`src/rtl/table_linear_interpolator_defines.svh`:
```
// assertion macros shared by the table interpolator rtl
// no dependencies; included by the top level
`ifndef TABLE_LINEAR_INTERPOLATOR_DEFINES_SVH
`define TABLE_LINEAR_INTERPOLATOR_DEFINES_SVH

// implication checked on every rising edge outside reset
`define TLI_ASSERT_IMPL(label, ante, cons, msg) \
  label: assert property (@(posedge clk) disable iff (!rst_n) (ante) |-> (cons)) \
    else $error(msg);

// next-cycle implication outside reset
`define TLI_ASSERT_NEXT(label, ante, cons, msg) \
  label: assert property (@(posedge clk) disable iff (!rst_n) (ante) |=> (cons)) \
    else $error(msg);

`endif

```
`src/rtl/tli_pkg.sv`:
```
// shared types and constants for the table interpolator
// no dependencies
`timescale 1ns / 1ps
`default_nettype none
package tli_pkg;
  localparam int TableDepth = 256;
  localparam int IdxW = $clog2(TableDepth);
  localparam int CntW = IdxW + 1;

  typedef enum logic [1:0] {
    OP_CLEAR  = 2'd0,
    OP_APPEND = 2'd1,
    OP_QUERY  = 2'd2,
    OP_NONE   = 2'd3
  } op_t;

  typedef enum logic [1:0] {
    ST_OK    = 2'd0,
    ST_FULL  = 2'd1,
    ST_RANGE = 2'd2,
    ST_EMPTY = 2'd3
  } status_t;

  typedef enum logic [3:0] {
    S_IDLE, S_DECODE, S_SCAN, S_EQ_WAIT, S_LO_START, S_LO_WAIT, S_HI_START,
    S_HI_WAIT, S_MUL, S_OFF_START, S_OFF_WAIT, S_FINISH
  } state_t;

  // controller to datapath commands
  typedef struct packed {
    logic accept;     // latch request fields
    logic do_clear;
    logic do_append;
    logic scan_start;
    logic scan_step;
    logic div_start;
    logic [1:0] div_sel; // 0 eq mean, 1 lo mean, 2 hi mean, 3 offset
    logic do_mul;
    logic finish;     // compute final value/status
  } cmd_t;

  // datapath to controller status
  typedef struct packed {
    logic scan_done;
    logic div_done;
    logic op_query;
    logic op_append;
    logic op_clear;
    logic query_ok;   // table not empty and point in range
    logic eq_found;
    logic bracket;    // lo and hi both found
  } stat_t;

  localparam logic [1:0] DivEq  = 2'd0;
  localparam logic [1:0] DivLo  = 2'd1;
  localparam logic [1:0] DivHi  = 2'd2;
  localparam logic [1:0] DivOff = 2'd3;
endpackage
`default_nettype wire

```
`src/rtl/tli_ctrl.sv`:
```
// controller state machine sequencing scan, divisions and output
// depends on tli_pkg
`timescale 1ns / 1ps
`default_nettype none
module tli_ctrl (
  input  wire logic           clk,
  input  wire logic           rst_n,
  input  wire logic           in_valid,
  output logic                in_ready,
  output tli_pkg::cmd_t       cmd,
  input  wire tli_pkg::stat_t stat
);
  tli_pkg::state_t state_r, state_nxt;

  always_ff @(posedge clk) begin
    if (!rst_n) state_r <= tli_pkg::S_IDLE;
    else state_r <= state_nxt;
  end

  // next state and commands
  always_comb begin
    state_nxt = state_r;
    cmd       = '0;
    in_ready  = 1'b0;
    unique case (state_r)
      tli_pkg::S_IDLE: begin
        in_ready = 1'b1;
        if (in_valid) begin
          cmd.accept = 1'b1;
          state_nxt  = tli_pkg::S_DECODE;
        end
      end
      tli_pkg::S_DECODE: begin
        // dispatch by request kind
        if (stat.op_clear) begin
          cmd.do_clear = 1'b1;
          state_nxt = tli_pkg::S_FINISH;
        end else if (stat.op_append) begin
          cmd.do_append = 1'b1;
          state_nxt = tli_pkg::S_FINISH;
        end else if (stat.op_query && stat.query_ok) begin
          cmd.scan_start = 1'b1;
          state_nxt = tli_pkg::S_SCAN;
        end else begin
          state_nxt = tli_pkg::S_FINISH;
        end
      end
      tli_pkg::S_SCAN: begin
        cmd.scan_step = 1'b1;
        if (stat.scan_done) begin
          // exact match needs only the equal mean
          if (stat.eq_found) begin
            cmd.div_start = 1'b1;
            cmd.div_sel   = tli_pkg::DivEq;
            state_nxt = tli_pkg::S_EQ_WAIT;
          end else if (stat.bracket) begin
            state_nxt = tli_pkg::S_LO_START;
          end else begin
            state_nxt = tli_pkg::S_FINISH;
          end
        end
      end
      tli_pkg::S_EQ_WAIT: begin
        cmd.div_sel = tli_pkg::DivEq;
        if (stat.div_done) state_nxt = tli_pkg::S_FINISH;
      end
      tli_pkg::S_LO_START: begin
        cmd.div_sel   = tli_pkg::DivLo;
        cmd.div_start = 1'b1;
        state_nxt = tli_pkg::S_LO_WAIT;
      end
      tli_pkg::S_LO_WAIT: begin
        cmd.div_sel = tli_pkg::DivLo;
        if (stat.div_done) state_nxt = tli_pkg::S_HI_START;
      end
      tli_pkg::S_HI_START: begin
        cmd.div_sel   = tli_pkg::DivHi;
        cmd.div_start = 1'b1;
        state_nxt = tli_pkg::S_HI_WAIT;
      end
      tli_pkg::S_HI_WAIT: begin
        cmd.div_sel = tli_pkg::DivHi;
        if (stat.div_done) state_nxt = tli_pkg::S_MUL;
      end
      tli_pkg::S_MUL: begin
        // slope product from both means
        cmd.do_mul = 1'b1;
        state_nxt = tli_pkg::S_OFF_START;
      end
      tli_pkg::S_OFF_START: begin
        cmd.div_sel   = tli_pkg::DivOff;
        cmd.div_start = 1'b1;
        state_nxt = tli_pkg::S_OFF_WAIT;
      end
      tli_pkg::S_OFF_WAIT: begin
        cmd.div_sel = tli_pkg::DivOff;
        if (stat.div_done) state_nxt = tli_pkg::S_FINISH;
      end
      tli_pkg::S_FINISH: begin
        cmd.finish = 1'b1;
        state_nxt  = tli_pkg::S_IDLE;
      end
      default: state_nxt = tli_pkg::S_IDLE;
    endcase
  end
endmodule
`default_nettype wire

```
`config.mk`:
```
export PLATFORM = sky130hd
export DESIGN_NAME = tli_ctrl
export DESIGN_NICKNAME = d
export VERILOG_FILES = /design/src/rtl/table_linear_interpolator_defines.svh /design/src/rtl/tli_pkg.sv /design/src/rtl/tli_ctrl.sv
export SDC_FILE = /design/constraint.sdc
export NUM_CORES = 1
export LEC_CHECK = 0
export BUFFER_PORTS_ARGS = -buffer_cell sky130_fd_sc_hd__buf_4
export CORE_AREA = 2 2 39 41
export DETAILED_ROUTE_END_ITERATION = 8
export DIE_AREA = 0 0 41 43
export PLACE_DENSITY = 0.65
export REMOVE_ABC_BUFFERS = 1
export SYNTH_ARGS = -nofsm -noshare
export SYNTH_HDL_FRONTEND = slang
export SYNTH_SLANG_ARGS = --single-unit
```
`constraint.sdc`:
```
create_clock -name clk -period 1.4 [get_ports clk]
set_input_delay 0.28 -clock clk [delete_from_list [all_inputs] [get_ports clk]]
set_output_delay 0.28 -clock clk [all_outputs]
set_load 0.02 [all_outputs]
```
# Word-level counts from Yosys, hierarchy flattened
# Index checks and enable logic that the tools add are counted.
word_totals:
  reg_bits: 4
  in_bits: 11
  output_inout_bits: 11
  wordCells: 52
op_classes:
  eq_ne: 16
  n_mux: 27
  reduce_logical: 8
op_table:
  columns: ["operator", "count"]
  rows:
  - ["$mux 4", 10]
  - ["$pmux 4 s10", 1]
  - ["$eq 4x3->1 const B", 4]
  - ["$eq 4x4->1 const B", 4]
  - ["$mux 1", 10]
  - ["$mux 3", 3]
  - ["$eq 4x2->1 const B", 2]
  - ["$ne 2x2->1 const B", 4]
  - ["$pmux 2 s4", 1]
  - ["$reduce_or 2->1", 4]
  - ["$reduce_and 5->1", 1]
  - ["$eq 4x1->1 const B", 1]
  - ["$logic_not 4->1", 1]
  - ["$reduce_or 3->1", 1]
  - ["$mux 2", 1]
  - ["$ne 2x1->1 const B", 1]
  - ["$pmux 1 s2", 1]
  - ["$logic_and 1x1->1", 1]

# Longest topological paths before layout
depth:
  word_depth: 5
  mapped_depth: 6
  ltp_nobuf: 4

# Least setup slack after synthesis
# No wires, ideal clock.
synth_path:
  path_type: "register to output"
  start: "reg state_r[3]"
  end: "out cmd[9] (netlist bit)"
  arrival_time_ps: 1580
  required_ps: 1120
  slack_ps: -460
  stages_incl_launch_ff: 5
  cell_sequence: "dfxtp_1 > buf_2 > or2_4 > nor3_1 > and2_1"
synth_rtl:
  columns: ["element", "line_no", "source"]
  rows:
  - ["start: declaration", "tli_ctrl.sv:13", "tli_pkg::state_t state_r, state_nxt;"]
  - ["start signal: assignment", "tli_ctrl.sv:16", "if (!rst_n) state_r <= tli_pkg::S_IDLE;"]
  - ["start signal: assignment", "tli_ctrl.sv:17", "else state_r <= state_nxt;"]
  - ["end: declaration", "tli_ctrl.sv:10", "output tli_pkg::cmd_t cmd,"]

==> run_results.csv <==
group,metric,value,unit
global_routing,grt_start_max_net_pins,10,
critical_path,worst_setup_path_startpoint,"state_r[0]",
sta,worst_slew_pin_slew,382,ps
critical_path,worstPathCellList,"buf_6 > buf_6 > o32ai_2 > buf_4",
place,dp_hpwl,1.18,mm
power_and_ir_drop,power_after_layout,2220,uW
sta,final.setup_skew,5.97,ps
sta,timing.final.setup_violations,14,
critical_path,cp-end-kind,"primary output",
synth,synth-edff-count,0,
sta,worst_hold_slack,342,ps
synth,yosysSeqAreaShare,15.6,%
critical_path,crit_path_start_kind,"flip-flop",
clocking,tritoncts,"built",
power_and_ir_drop,power_leakage,0.000439,uW
detailed_routing,routed_wirelength,2.22,mm
final_layout,layout-drive-gt1-share,68.4,%
detailed_routing,drt-vias-per-instance,5.80,
synth,syn_area,512,um^2
final_layout,largestRegisters,"state_r (4)",
synth,synth.ff_latch_count,4,
final_layout,largest-register,"state_r",
clocking,htree_num_levels,1,
sta,timing.final.crit_period,1580,ps
min_path,worst_hold_path_type,"primary input to flip-flop",
run_status,failed_checks,"negative setup slack",
detailed_routing,route.vias.total,754,
floorplanning,chipWidth,41,um
floorplanning,rows,14,
sta,slew_violations,0,
global_routing,number_of_global_route_vias_before_repair,638,
final_layout,multiInputGateArea,517,um^2
critical_path,worst_ep_required_time,1120,ps
final_layout,largest_register_ffs,4,
clocking,cts_buffers,3,
detailed_routing,routed_wire_length_per_instance,17.0,um
sta,finalSetupTns,-1200,ps
synth,post_synth_inst_count,72,
critical_path,r2r.worst_path.cells,5,
floorplanning,floorplan.die.height,43,um
synth,total_number_of_yosys_warnings,0,
final_layout,design.final.nets,127,
detailed_routing,drt_pre_antenna_iters,4,
critical_path,setup_cp_type,"flip-flop to primary output",
clocking,clockRootBuffer,"clkbuf_4",
sta,tightest_slew_margin_relative_to_the_limit,74.6,%
sta,final_min_period_over_clock_period,113,%
critical_path,timing.critical_path.arrival,1300,ps
synth,async_flop_share,0,%
clocking,number_of_sinks_on_the_clock_net,4,
power_and_ir_drop,peakVddDrop,901,uV
critical_path,critPathSlowestCell,"dfxtp_2",
floorplanning,die-area,1760,um^2
run_status,status,"complete, but fails checks",
final_layout,final.fill_count,92,
global_routing,grt_pass1_wl,2.57,mm
place,finalWeightedCongestion,0.812,
sta,fmax,0.633,GHz
floorplanning,pin_count,22,
critical_path,worstReg2RegStart,"state_r[2]",
synth,syn_area_per_cell,7.11,um^2
sta,finalHoldViolations,0,
detailed_routing,drt_first_iter_violations,25,
min_path,hold_path_depth,2,
critical_path,slowest_delay,330,ps
global_routing,grt_antenna_before_repair,0,
min_path,timing.hold.worst.start,"rst_n",
synth,yosys_most_used_dff,"dfxtp_1",
clocking,insertion_delay_to_the_later_sink_of_the_worst_skew_pair,230,ps
power_and_ir_drop,powerDensity,2090,nW/um^2
final_layout,synthToLayoutAreaGrowth,107,%
global_routing,grt_use_total,20.6,%
synth,post_synth_num_cell_types,38,
sta,finalWorstSetupSlack,-179,ps
critical_path,critical-path-top-cell-by-count,"buf_6",
global_routing,globalRouteOverflowTotal,0,
floorplanning,coreArea,1380,um^2
clocking,clk_pin_slew,40,ps
detailed_routing,remaining_number_of_nets_flagged_by_the_antenna_check_after_routing,0,
clocking,maximum_clock_insertion_buffer_count,2,
sta,rsz0062_at_grt,"yes",
critical_path,cp_max_fo,6,
final_layout,seq_area,92.6,um^2
final_layout,antennaDiodeCount,0,
final_layout,utilization_of_the_core_after_routing,76.7,%
run,max_cap_violations,0,
detailed_routing,drc,0,
place,portBuffers,21,
floorplanning,initial_utilization,37.0,%
[final cells by class]
class | count | area share (%)
Sequential cell | 4 | 8.73
Multi-Input combinational cell | 59 | 48.7
Timing Repair Buffer | 46 | 37.9
Clock buffer | 3 | 2.12
Tap cell | 16 | 1.89
Inverter | 2 | 0.708
[through the flow]
| stage | std cells | worst slack (ps) | instance area (um^2) |
|---|---|---|---|
| CTS | 124 | -132 | 921 |
| floorplan | 65 | -399 | 465 |
| detailed placement | 118 | -46.5 | 763 |
| global placement | 118 | -40.3 | 763 |
| global route | 130 | -249 | 1060 |
| finish | 130 | -179 | 1060 |
[cell families after synthesis]
kind of cell | after synthesis | synth area share [%]
AOI/OAI and AO/OA | 22 | 34.0
DFF | 4 | 15.6
and+or+nand+nor | 36 | 37.9
buffers and inverters | 9 | 10.5
muxes | 1 | 1.96
[critical path, delay by kind of cell, from the launching register on]
kind	cells	cell delay, ps
flip-flops	1	330
buffers and inverters	3	460
AO/OA/AOI/OAI	1	270
[path summary, 6_finish.rpt]
check	slack, ps	end
setup reg to reg	-140	state_r[1]
hold reg to reg	670	state_r[0]
setup / recovery	-180	cmd[4]
hold / removal	340	state_r[1]
[cell usage in the layout (no fill, tap or decap), types with 2 or more instances in the layout]
master,instances
dfxtp_4,3
nor2_1,9
clkbuf_4,3
nand2b_4,3
nor2_4,4
o21ai_1,2
a31oi_1,2
nand2_1,2
buf_4,31
a32o_1,3
nor3b_1,2
inv_1,2
nor3_4,2
nand3_1,2
buf_6,15
[cells in the mapped netlist (2+ instances only)]
| cell | n | area share, % |
|---|---|---|
| buf_2 | 4 | 3.9 |
| nor3_1 | 3 | 2.9 |
| buf_6 | 2 | 4.4 |
| dfxtp_1 | 4 | 16 |
| nor2_1 | 13 | 9.5 |
| nand3_1 | 2 | 2.0 |
| inv_1 | 2 | 1.5 |
| a32o_1 | 3 | 5.9 |
| nand2_1 | 3 | 2.2 |
| a31oi_1 | 2 | 2.4 |
| nor3b_1 | 3 | 4.4 |
| o21ai_0 | 2 | 2.0 |
| nand2b_1 | 4 | 4.9 |
[metal layers]
metal | GRT usage (%) | vias up | wire length (um)
li1 | - | 353 | -
met1 | 25.4 | 368 | 902
met2 | 35.0 | 31 | 1180
met3 | 3.14 | 2 | 112
met4 | 5.33 | 0 | 21
met5 | 0 | - | 0
[what timing repair did]
| action | CTS | global route |
|---|---|---|
| pin swaps | 6 | 11 |
| setup buffers | 3 | 6 |
| hold buffers | 0 | 0 |
| endpoints found under the setup margin | 14 | 15 |
| resized for setup | 33 | 21 |
[where the power goes]
group,leakage (uW),internal (uW),switching [uW],total [uW]
logic,0.000390,939,893,1830
clock network,0.0000138,95.5,41.8,137
registers,0.0000353,174,75.7,250
Power figures use the tool's default switching activity.
